===== src/sv/tmcs_pkg.sv =====
// Shared types and constants for the text mode cell screen.
// Holds command and cell layouts, request and register codes.
// No dependencies.
`default_nettype none

package tmcs_pkg;

  localparam int CP_W      = 21;
  localparam int COLOR_W   = 32;
  localparam int POS_W     = 16;
  localparam int GRID_W    = 7;
  localparam int CUR_OUT_W = 6;

  // magnitude of a column or carried row value, and the carried row sum
  localparam int DIV_W = 17;
  localparam int YY_W  = 18;

  localparam logic [CP_W-1:0]    SPACE_CODE   = 21'd32;
  localparam logic [CP_W-1:0]    NEWLINE_CODE = 21'd10;
  localparam logic [COLOR_W-1:0] INK_RESET    = 32'd8;
  localparam logic [COLOR_W-1:0] PAPER_RESET  = 32'd0;
  localparam logic [GRID_W-1:0]  COLS_RESET   = 7'd32;
  localparam logic [GRID_W-1:0]  ROWS_RESET   = 7'd18;
  localparam int                 CURSOR_Y_RESET = 17;

  localparam logic [1:0] REQ_PRINT = 2'd0;
  localparam logic [1:0] REQ_SET   = 2'd1;
  localparam logic [1:0] REQ_CLEAR = 2'd2;
  localparam logic [1:0] REQ_READ  = 2'd3;

  localparam logic [1:0] CFG_INK   = 2'd0;
  localparam logic [1:0] CFG_PAPER = 2'd1;
  localparam logic [1:0] CFG_COLS  = 2'd2;
  localparam logic [1:0] CFG_ROWS  = 2'd3;

  localparam int QUEUE_DEPTH = 2;
  localparam int QUEUE_PW    = $clog2(QUEUE_DEPTH);
  localparam int QUEUE_CW    = $clog2(QUEUE_DEPTH + 1);

  typedef enum logic [2:0] {
    OP_PRINT,
    OP_NEWLINE,
    OP_NOP,
    OP_SET,
    OP_CLEAR,
    OP_READ,
    OP_MISS
  } tmcs_op_t;

  typedef struct packed {
    tmcs_op_t                 op;
    logic [CP_W-1:0]          codepoint;
    logic signed [POS_W-1:0]  pos_x;
    logic signed [POS_W-1:0]  pos_y;
  } tmcs_cmd_t;

  typedef struct packed {
    logic [CP_W-1:0]    codepoint;
    logic [COLOR_W-1:0] ink;
    logic [COLOR_W-1:0] paper;
  } tmcs_cell_t;

endpackage

`default_nettype wire


===== src/sv/tmcs_front.sv =====
// Front end: accepts request words and classifies them into commands.
// Depends on tmcs_pkg; feeds tmcs_queue.
`default_nettype none

module tmcs_front import tmcs_pkg::*; #(
  parameter int MAX_COLUMNS = 64,
  parameter int MAX_ROWS    = 64
) (
  input  wire logic                                in_valid,
  output logic                                     in_stall,
  input  wire logic [1:0]                          req_type,
  input  wire logic [CP_W-1:0]                     codepoint,
  input  wire logic signed [POS_W-1:0]             pos_x,
  input  wire logic signed [POS_W-1:0]             pos_y,
  input  wire logic                                q_full,
  input  wire logic                                init_busy,
  input  wire logic [$clog2(MAX_COLUMNS+1)-1:0]    cols_eff,
  input  wire logic [$clog2(MAX_ROWS+1)-1:0]       rows_eff,
  output logic                                     push,
  output tmcs_cmd_t                                push_cmd
);

  logic hit;

  assign in_stall = q_full || init_busy;
  assign push     = in_valid && !in_stall;

  assign hit = !pos_x[POS_W-1] && !pos_y[POS_W-1] &&
               ($unsigned(pos_x) < POS_W'(cols_eff)) &&
               ($unsigned(pos_y) < POS_W'(rows_eff));

  always_comb begin
    push_cmd.codepoint = codepoint;
    push_cmd.pos_x     = pos_x;
    push_cmd.pos_y     = pos_y;
    unique case (req_type)
      REQ_PRINT: begin
        if (codepoint == '0) begin
          push_cmd.op = OP_NOP;
        end else if (codepoint == NEWLINE_CODE) begin
          push_cmd.op = OP_NEWLINE;
        end else begin
          push_cmd.op = OP_PRINT;
        end
      end
      REQ_SET:   push_cmd.op = OP_SET;
      REQ_CLEAR: push_cmd.op = OP_CLEAR;
      REQ_READ:  push_cmd.op = hit ? OP_READ : OP_MISS;
    endcase
  end

endmodule

`default_nettype wire


===== config.mk =====
export PLATFORM = sky130hd
export DESIGN_NAME = tmcs_front
export DESIGN_NICKNAME = d
export VERILOG_FILES = /design/src/sv/tmcs_pkg.sv /design/src/sv/tmcs_front.sv
export SDC_FILE = /design/constraint.sdc
export NUM_CORES = 1
export LEC_CHECK = 0
export BUFFER_PORTS_ARGS = -buffer_cell sky130_fd_sc_hd__buf_2
export CAP_MARGIN = 20
export CORE_MARGIN = 5
export CORE_UTILIZATION = 34
export DETAILED_ROUTE_END_ITERATION = 7
export GPL_ROUTABILITY_DRIVEN = 0
export PLACE_DENSITY = 0.92
export SLEW_MARGIN = 40
export SYNTH_ARGS = -nofsm -noshare
export SYNTH_HDL_FRONTEND = slang
export SYNTH_SLANG_ARGS = --single-unit

===== constraint.sdc =====
create_clock -name vclk -period 3.7
set_input_delay 0.925 -clock vclk [all_inputs]
set_output_delay 0.925 -clock vclk [all_outputs]
set_load 0.02 [all_outputs]

==> results.json <==
{
  "status": "finished, final reports clean",
  "core_um2": 2480,
  "drtIter0Drc": 32,
  "io_buffers": 130,
  "syn_nets": 204,
  "antenna_cells": 0,
  "hold_path_class": "in -> out",
  "max_freq_mhz": 302,
  "netlist_area_um2": 882,
  "io_pins": 130,
  "finalHoldViolations": 0,
  "die_h_um": 60.9,
  "synth_top_area_cell": "buf_4",
  "drive_above_1_share": 0.689,
  "n_clock_buffer": 0,
  "required_ns": 2.77,
  "yosys-top-cells-area": "buf_4 (45%), ha_1 (17%), nor4_1 (7.1%)",
  "cts_setup_buffers": 0,
  "yosysTopAreaCellShare": 0.451,
  "wire_per_inst_um": 11.8,
  "cts_resized": 0,
  "syn_inst": 120,
  "fin_nets": 282,
  "cts_hold_buf": 0,
  "yosysMostFrequentCell": "buf_4",
  "seq_area_um2": 0,
  "dp_hpwl_um": 2600,
  "rsz0062_at_grt": "no",
  "fin_setup_tns_ns": 0,
  "fin_crit_sh": 0.896,
  "grt_pass1_vias": 896,
  "grt_first_pass_wirelength_um": 3620,
  "final_area_um2": 1170,
  "overflow": 0,
  "synth_common_cells": "buf_4 (53), inv_1 (14), ha_1 (12)",
  "area_delta_synth_final_pct": 32.5,
  "fillers": 280,
  "syn_area_per_cell_um2": 7.35,
  "slew_violations": 0,
  "stdcell_count": 226,
  "track_usage": 0.121,
  "cellPowerDensity_nw_per_um2": 132,
  "drtPass1Iterations": 4,
  "crit_fanout": 2,
  "antenna_found_initial": 0,
  "report.final.setup_viol": 0,
  "endpoint_kind": "output port",
  "holdWs_ns": 2.09,
  "chipWidth_um": 60.9,
  "crit_arrival_ns": 2.39,
  "wl_um": 2670,
  "dieArea_um2": 3710,
  "start_util": 0.356,
  "ys_warn_count": 0,
  "vias": 975,
  "leakagePower_nw": 0.751,
  "synth-seq-area-share": 0,
  "fin_util": 0.472,
  "viasPerCell": 4.31,
  "crit_type": "in -> out",
  "rows": 18,
  "drcViolationCount": 0,
  "place_area_um2": 1170,
  "cp-start-kind": "input port",
  "ir_worst_vdd_mv": 0.0833,
  "maxCapViolations": 0,
  "slew_headroom": 0.769,
  "antenna_left": 0,
  "dp_cells": 226,
  "layout_min_cycle_time_ns": 3.32,
  "worst_pin_slew_ns": 0.344,
  "grt_max_degree": 5,
  "n_sequential_cell": 0,
  "synth_cell_type_count": 28
}
[layout make-up]
type	instances	area [µm²]	area share
timing repair buffer	130	651	0.557
tap	30	37.5	0.0321
inverter	14	52.6	0.0450
multi-input combinational	52	428	0.366
[cells in the final DEF, fill, tap and decap left out, drive strengths merged]
cell     count
or2          1
or3          1
ha          12
a21oi        1
and3b        1
nand2        2
nor4        10
buf        130
a2111oi      2
nor2b        1
and3         1
and4b        1
nor2         4
a31o         2
o21a         1
nor3         2
a211oi       1
nand2b       2
inv         14
a31oi        2
and4         1
o21ai        2
nand3        1
o211ai       1
[layer usage]
metal  GRT usage  vias to the layer above  share of wire
met5           0                        -              0
met1       0.152                      416           0.37
met3     0.00426                        0           0.10
met2       0.240                       49           0.53
li1            -                      510              -
met4           0                        0              0
[cells by family (layout without fill, tap and decap cells)]
group           after synthesis  in the layout  synth area share
buf+inv                      68            144             0.515
compound gates               12             12             0.128
simple gates                 28             28             0.187
fa+ha+maj                    12             12             0.170
[worst paths after layout]
path          from      endpoint  slack [ns]  depth (start not counted)
min   codepoint[6]  push_cmd[38]        2.09                          2
max       pos_y[2]  push_cmd[53]        0.38                          7
[worst max-delay path, stage by stage]
cell and delay, ns:
buf_2 0.11, ha_1 0.31, a211oi_2 0.24, o21ai_2 0.10, a2111oi_4 0.37, a31o_1 0.19
buf_2 0.16
[where the power goes]
part / internal, mW / switching (mW) / total [mW]
registers: 0 / 0 / 0
clock network: 0 / 0 / 0
logic: 0.0652 / 0.0889 / 0.154
total: 0.0652 / 0.0889 / 0.154
[stage by stage]
stage                     power (mW)  worst slack, ns
after floorplan                0.116            0.558
after global placement         0.154            0.391
final                          0.154            0.383
after detailed placement       0.156            0.350
after global routing           0.169            0.269
after CTS                      0.157            0.354
Power figures use the tool's default switching activity.
