File: src/sv/tmcs_pkg.sv
// Shared types and constants for the text mode cell screen.
// Holds command and cell layouts, request and register codes.
// No dependencies.
`default_nettype none

package tmcs_pkg;

  localparam int CP_W      = 21;
  localparam int COLOR_W   = 32;
  localparam int POS_W     = 16;
  localparam int GRID_W    = 7;
  localparam int CUR_OUT_W = 6;

  // magnitude of a column or carried row value, and the carried row sum
  localparam int DIV_W = 17;
  localparam int YY_W  = 18;

  localparam logic [CP_W-1:0]    SPACE_CODE   = 21'd32;
  localparam logic [CP_W-1:0]    NEWLINE_CODE = 21'd10;
  localparam logic [COLOR_W-1:0] INK_RESET    = 32'd8;
  localparam logic [COLOR_W-1:0] PAPER_RESET  = 32'd0;
  localparam logic [GRID_W-1:0]  COLS_RESET   = 7'd32;
  localparam logic [GRID_W-1:0]  ROWS_RESET   = 7'd18;
  localparam int                 CURSOR_Y_RESET = 17;

  localparam logic [1:0] REQ_PRINT = 2'd0;
  localparam logic [1:0] REQ_SET   = 2'd1;
  localparam logic [1:0] REQ_CLEAR = 2'd2;
  localparam logic [1:0] REQ_READ  = 2'd3;

  localparam logic [1:0] CFG_INK   = 2'd0;
  localparam logic [1:0] CFG_PAPER = 2'd1;
  localparam logic [1:0] CFG_COLS  = 2'd2;
  localparam logic [1:0] CFG_ROWS  = 2'd3;

  localparam int QUEUE_DEPTH = 2;
  localparam int QUEUE_PW    = $clog2(QUEUE_DEPTH);
  localparam int QUEUE_CW    = $clog2(QUEUE_DEPTH + 1);

  typedef enum logic [2:0] {
    OP_PRINT,
    OP_NEWLINE,
    OP_NOP,
    OP_SET,
    OP_CLEAR,
    OP_READ,
    OP_MISS
  } tmcs_op_t;

  typedef struct packed {
    tmcs_op_t                 op;
    logic [CP_W-1:0]          codepoint;
    logic signed [POS_W-1:0]  pos_x;
    logic signed [POS_W-1:0]  pos_y;
  } tmcs_cmd_t;

  typedef struct packed {
    logic [CP_W-1:0]    codepoint;
    logic [COLOR_W-1:0] ink;
    logic [COLOR_W-1:0] paper;
  } tmcs_cell_t;

endpackage

`default_nettype wire

File: src/sv/tmcs_queue.sv
// Short command queue between the front end and the back end.
// Depends on tmcs_pkg for the command layout and depth.
`default_nettype none

module tmcs_queue import tmcs_pkg::*; (
  input  wire logic      clk,
  input  wire logic      rst,
  input  wire logic      push,
  input  wire tmcs_cmd_t push_cmd,
  output logic           full,
  input  wire logic      pop,
  output logic           q_valid,
  output tmcs_cmd_t      q_cmd
);

  localparam int PW = (QUEUE_PW > 0) ? QUEUE_PW : 1;

  tmcs_cmd_t             entries [QUEUE_DEPTH];
  logic [PW-1:0]         wptr;
  logic [PW-1:0]         rptr;
  logic [QUEUE_CW-1:0]   count;

  assign full    = (count == QUEUE_CW'(QUEUE_DEPTH));
  assign q_valid = (count != '0);
  assign q_cmd   = entries[rptr];

  always_ff @(posedge clk) begin
    if (push) begin
      entries[wptr] <= push_cmd;
    end
  end

  always_ff @(posedge clk) begin
    if (rst) begin
      wptr  <= '0;
      rptr  <= '0;
      count <= '0;
    end else begin
      if (push) begin
        wptr <= (wptr == PW'(QUEUE_DEPTH - 1)) ? '0 : wptr + 1'b1;
      end
      if (pop) begin
        rptr <= (rptr == PW'(QUEUE_DEPTH - 1)) ? '0 : rptr + 1'b1;
      end
      if (push && !pop) begin
        count <= count + 1'b1;
      end else if (pop && !push) begin
        count <= count - 1'b1;
      end
    end
  end

endmodule

`default_nettype wire

File: config.mk
export PLATFORM = sky130hd
export DESIGN_NAME = tmcs_queue
export DESIGN_NICKNAME = d
export VERILOG_FILES = /design/src/sv/tmcs_pkg.sv /design/src/sv/tmcs_queue.sv
export SDC_FILE = /design/constraint.sdc
export NUM_CORES = 1
export LEC_CHECK = 0
export BUFFER_PORTS_ARGS = -buffer_cell sky130_fd_sc_hd__buf_2
export CORE_MARGIN = 2
export CORE_UTILIZATION = 46
export CTS_BUF_LIST = sky130_fd_sc_hd__clkbuf_2 sky130_fd_sc_hd__clkbuf_4 sky130_fd_sc_hd__clkbuf_8
export DETAILED_ROUTE_END_ITERATION = 6
export PLACE_DENSITY = 0.83
export SYNTH_ARGS = -nofsm -noshare
export SYNTH_HDL_FRONTEND = slang
export SYNTH_SLANG_ARGS = --single-unit
File: constraint.sdc
create_clock -name clk -period 3.2 [get_ports clk]
set_input_delay 0.16 -clock clk [delete_from_list [all_inputs] [get_ports clk]]
set_output_delay 0.16 -clock clk [all_outputs]
set_load 0.05 [all_outputs]
==> impl_summary.md <==
Outcome
The flow ran to the end, and the final reports show no timing, DRC or antenna violations.

Synth
The synthesized area per cell is 21.7 µm². In this run, distinct cell masters in the synthesized netlist total 18. For this run, the register share of the synthesized area comes to 0.813. The synthesized netlist net count is 257. Synthesis produced a netlist whose cell count is 196. The number of synthesis warnings is 0. The summed instance area of the synthesized netlist is 0.00426 mm². In this run, synthesis produced a sequential element count of 117.

Floorplanning
The floorplan has 35 rows. The initial core utilization is 0.468. The die span in x is 100 µm. The placeable core region is 0.00911 mm².

The I/O pin count is 118. The die outline area is 0.0101 mm². Measured along the y axis, the die boundary spans 100 µm.

Worst setup path
STA puts the critical path data required time at 3.04 ns. The library cell contributing the largest single delay on the critical path is dfxtp_2. Traced cell by cell, the critical path runs through buf_4 > mux2_2 > buf_2.

For the worst flop-to-flop path, the logic depth is 2. The minimum setup slack among reg-to-reg paths is 1.60 ns. In this run the worst setup path terminates at q_cmd[41].

The capturing point of the worst reg2reg path is entries[1][1]$_DFFE_PP_. For the worst setup path, the data arrival time is 2.02 ns. The sort of element at the start of the critical path is a flip-flop. By startpoint and endpoint, the worst setup path is classified as reg2out. Along the worst path, the maximum fanout reaches 20.

The origin of the critical flop-to-flop path is wptr$_SDFFE_PP0P_. The capturing element type of the critical path is a primary output. The longest individual stage delay on the worst path is 0.62 ns.

Clock tree
Clock-pin slew was measured on the worst setup and hold paths at 0.06 ns. The number of buffers inserted by post-CTS setup repair is 0. The latest clock arrival within the worst-skew pair is 0.41 ns. The maximum clock path buffer count is 2.

The total CTS buffers is 17. The CTS tree is yes. The cell at the root of the clock tree is clkbuf_8.

The clock net sink count is 117. The clock tree synthesis step divided the H-tree into 4 levels.

Power and ir drop
Power comes to 4070 µW. The power per standard cell area is 674 mW/mm². The leakage power figure is 0.00232 µW. Across the VDD grid, the largest voltage drop is 449 µV.

GRT
The total routing usage reported by global routing is 0.159. The first global-routing pass estimated 11,900 µm of wire. The number of global-route vias before repair is 2,611. The largest net degree at the start of global routing is 36. The number of antenna violations at the first check in global routing was 0. The overflow left after global routing is 0.

Detailed routing
The DRC violation total after the first TritonRoute iteration is 91. After detailed routing, the total wire length is 7780 µm. The number of vias per cell is 4.80. The via total after detailed routing is 2,451. For this run, design rule violations remaining after detail routing come to 0.

The detailed-router iteration count before antenna repair is 4. After detailed routing, the average wire length per cell comes to 15.2 µm. Once detail routing completed, the nets flagged for antenna violations numbered 0.

Min path
The worst hold path begins at pop. The type of the worst min-delay path is in2reg.

STA
At the pin with the least slew margin, the transition time is 0.717 ns. The max-slew violation count came to 0. Setup repair after global routing left no endpoint under its margin. The final hold violation count is 0. The post-route minimum period is 2.18 ns. The final-layout setup total negative slack is 0 ns. Static timing analysis puts the maximum clock frequency at 459 MHz. The worst-case setup margin in the final layout is 1.02 ns. The share of the cycle needed by the critical path after routing is 0.680.

The setup clock skew after layout is 0.00879 ns. The worst slew margin relative to its limit is 0.521. The final setup violation count is 0.

Layout
The area of all placed cells without fillers is 0.00604 mm². The number of antenna diodes is 0. The total of fill cells in the finished design is 608. The share of the core filled with cells in the final layout is 0.663. The area growth from synthesis to final layout is 41.7%. For this run, the post-layout net count is 448. The proportion of layout cells with a drive suffix above 1 is 0.528.

Placed design
Input and output buffers added on the ports amount to 117. The placed instances occupy a cell area of 0.00499 mm². The worst slack after detailed placement is 1.43 ns. The HPWL reported at the end of detailed placement is 4600 µm. The final RePlAce weighted congestion is 0.680.

Job
The number of max-cap violations is 0.
[repair_timing]
action                     in CTS  in global routing
resized for setup               0                  0
hold buffers                   57                  0
setup endpoints to repair       0                  0
hold endpoints to repair      117                  0
[placed cells by master, fill, tap and decap left out]
cell type / netlist / routed
a21oi_1: 1 / 1
and2_2: 0 / 1
and2b_2: 1 / 1
buf_12: 0 / 2
buf_2: 1 / 117
buf_4: 1 / 2
bufinv_16: 0 / 6
clkbuf_4: 0 / 1
clkbuf_8: 0 / 17
clkinv_1: 0 / 3
clkinv_4: 0 / 3
clkinvlp_4: 0 / 2
dfxtp_1: 5 / 4
dfxtp_2: 0 / 1
dlygate4sd3_1: 0 / 57
edfxtp_1: 112 / 112
ha_1: 1 / 1
inv_1: 1 / 1
mux2_2: 56 / 56
nor2_1: 4 / 4
nor2b_4: 0 / 1
o21ai_0: 1 / 1
or2_2: 1 / 1
or3_1: 1 / 1
xnor2_1: 2 / 2
xor2_1: 2 / 2
[cell families after synthesis]
| kind of cell | share of synthesized area |
|---|---|
| adders and majority gates | 0.00294 |
| DFF | 0.813 |
| AOI/OAI and AO/OA | 0.00235 |
| muxes | 0.148 |
| xor gates and xnor gates | 0.00822 |
| and+or+nand+nor | 0.0115 |
| buffers and inverters | 0.0144 |
[power by group]
| part | switching (µW) | leakage (µW) | internal, µW | total [µW] |
|---|---|---|---|---|
| Clock | 570 | 0.000229 | 1010 | 1580 |
| Combinational | 447 | 0.000998 | 225 | 672 |
| Sequential | 33.1 | 0.00109 | 1780 | 1820 |
| Total | 1050 | 0.00232 | 3020 | 4070 |
[registers in the layout (all words and copies together), names as in the netlist, named ones only]
register,cells
entries,112
count,2
rptr,1
wptr,1
[layout make-up]
cell class,instances,area [µm²],area share
multi-input combinational,72,746,0.123
inverter,1,3.75,0.000622
sequential,117,3460,0.574
clock inverter,14,233,0.0385
clock buffer,18,241,0.0400
timing repair buffer,178,1210,0.201
tap,111,139,0.0230
[layer usage]
layer	vias up	global-route usage	wire, µm
met5	-	0	0
met4	0	0.0516	62
met1	1215	0.180	3280
met2	76	0.277	4070
li1	1153	-	-
met3	7	0.0592	372
[cells in the mapped netlist]
master | instances | share of area
a21oi_1 | 1 | 0.0012
and2_1 | 1 | 0.0015
and2b_2 | 1 | 0.0021
buf_2 | 1 | 0.0012
buf_4 | 1 | 0.0018
buf_6 | 4 | 0.011
dfxtp_1 | 5 | 0.023
edfxtp_1 | 112 | 0.79
ha_1 | 1 | 0.0029
inv_1 | 1 | 0.00088
mux2_2 | 56 | 0.15
nor2_1 | 4 | 0.0035
nor2b_1 | 1 | 0.0015
o21ai_0 | 1 | 0.0012
or2_2 | 1 | 0.0015
or3_1 | 1 | 0.0015
xnor2_1 | 2 | 0.0041
xor2_1 | 2 | 0.0041
[worst max-delay path, delay by kind of cell (launching register included)]
| kind | cells | cell delay (ns) |
|---|---|---|
| buffers and inverters | 2 | 0.59 |
| flip-flops | 1 | 0.62 |
| multiplexers | 1 | 0.40 |
[how the worst min path moves through the flow]
| stage | end | slack [ns] | depth (start not counted) |
|---|---|---|---|
| final | rptr$_SDFFE_PP0P_ | 0.04 | 3 |
| after global routing | wptr$_SDFFE_PP0P_ | 0.03 | 3 |
| after floorplan | count[1]$_SDFFE_PP0P_ | 0.23 | 1 |
| after CTS | rptr$_SDFFE_PP0P_ | 0.03 | 3 |
| after global placement | entries[0][48]$_DFFE_PP_ | 0.35 | 1 |
| after detailed placement | entries[0][9]$_DFFE_PP_ | 0.35 | 1 |
[metrics by stage]
step | instances | hold WS [ns]
after floorplan | 196 | 0.229
after global placement | 422 | 0.348
after detailed placement | 422 | 0.352
after CTS | 511 | 0.0252
after global routing | 511 | 0.0341
final | 511 | 0.0367
Note: power is estimated with default switching activity, not from simulation.
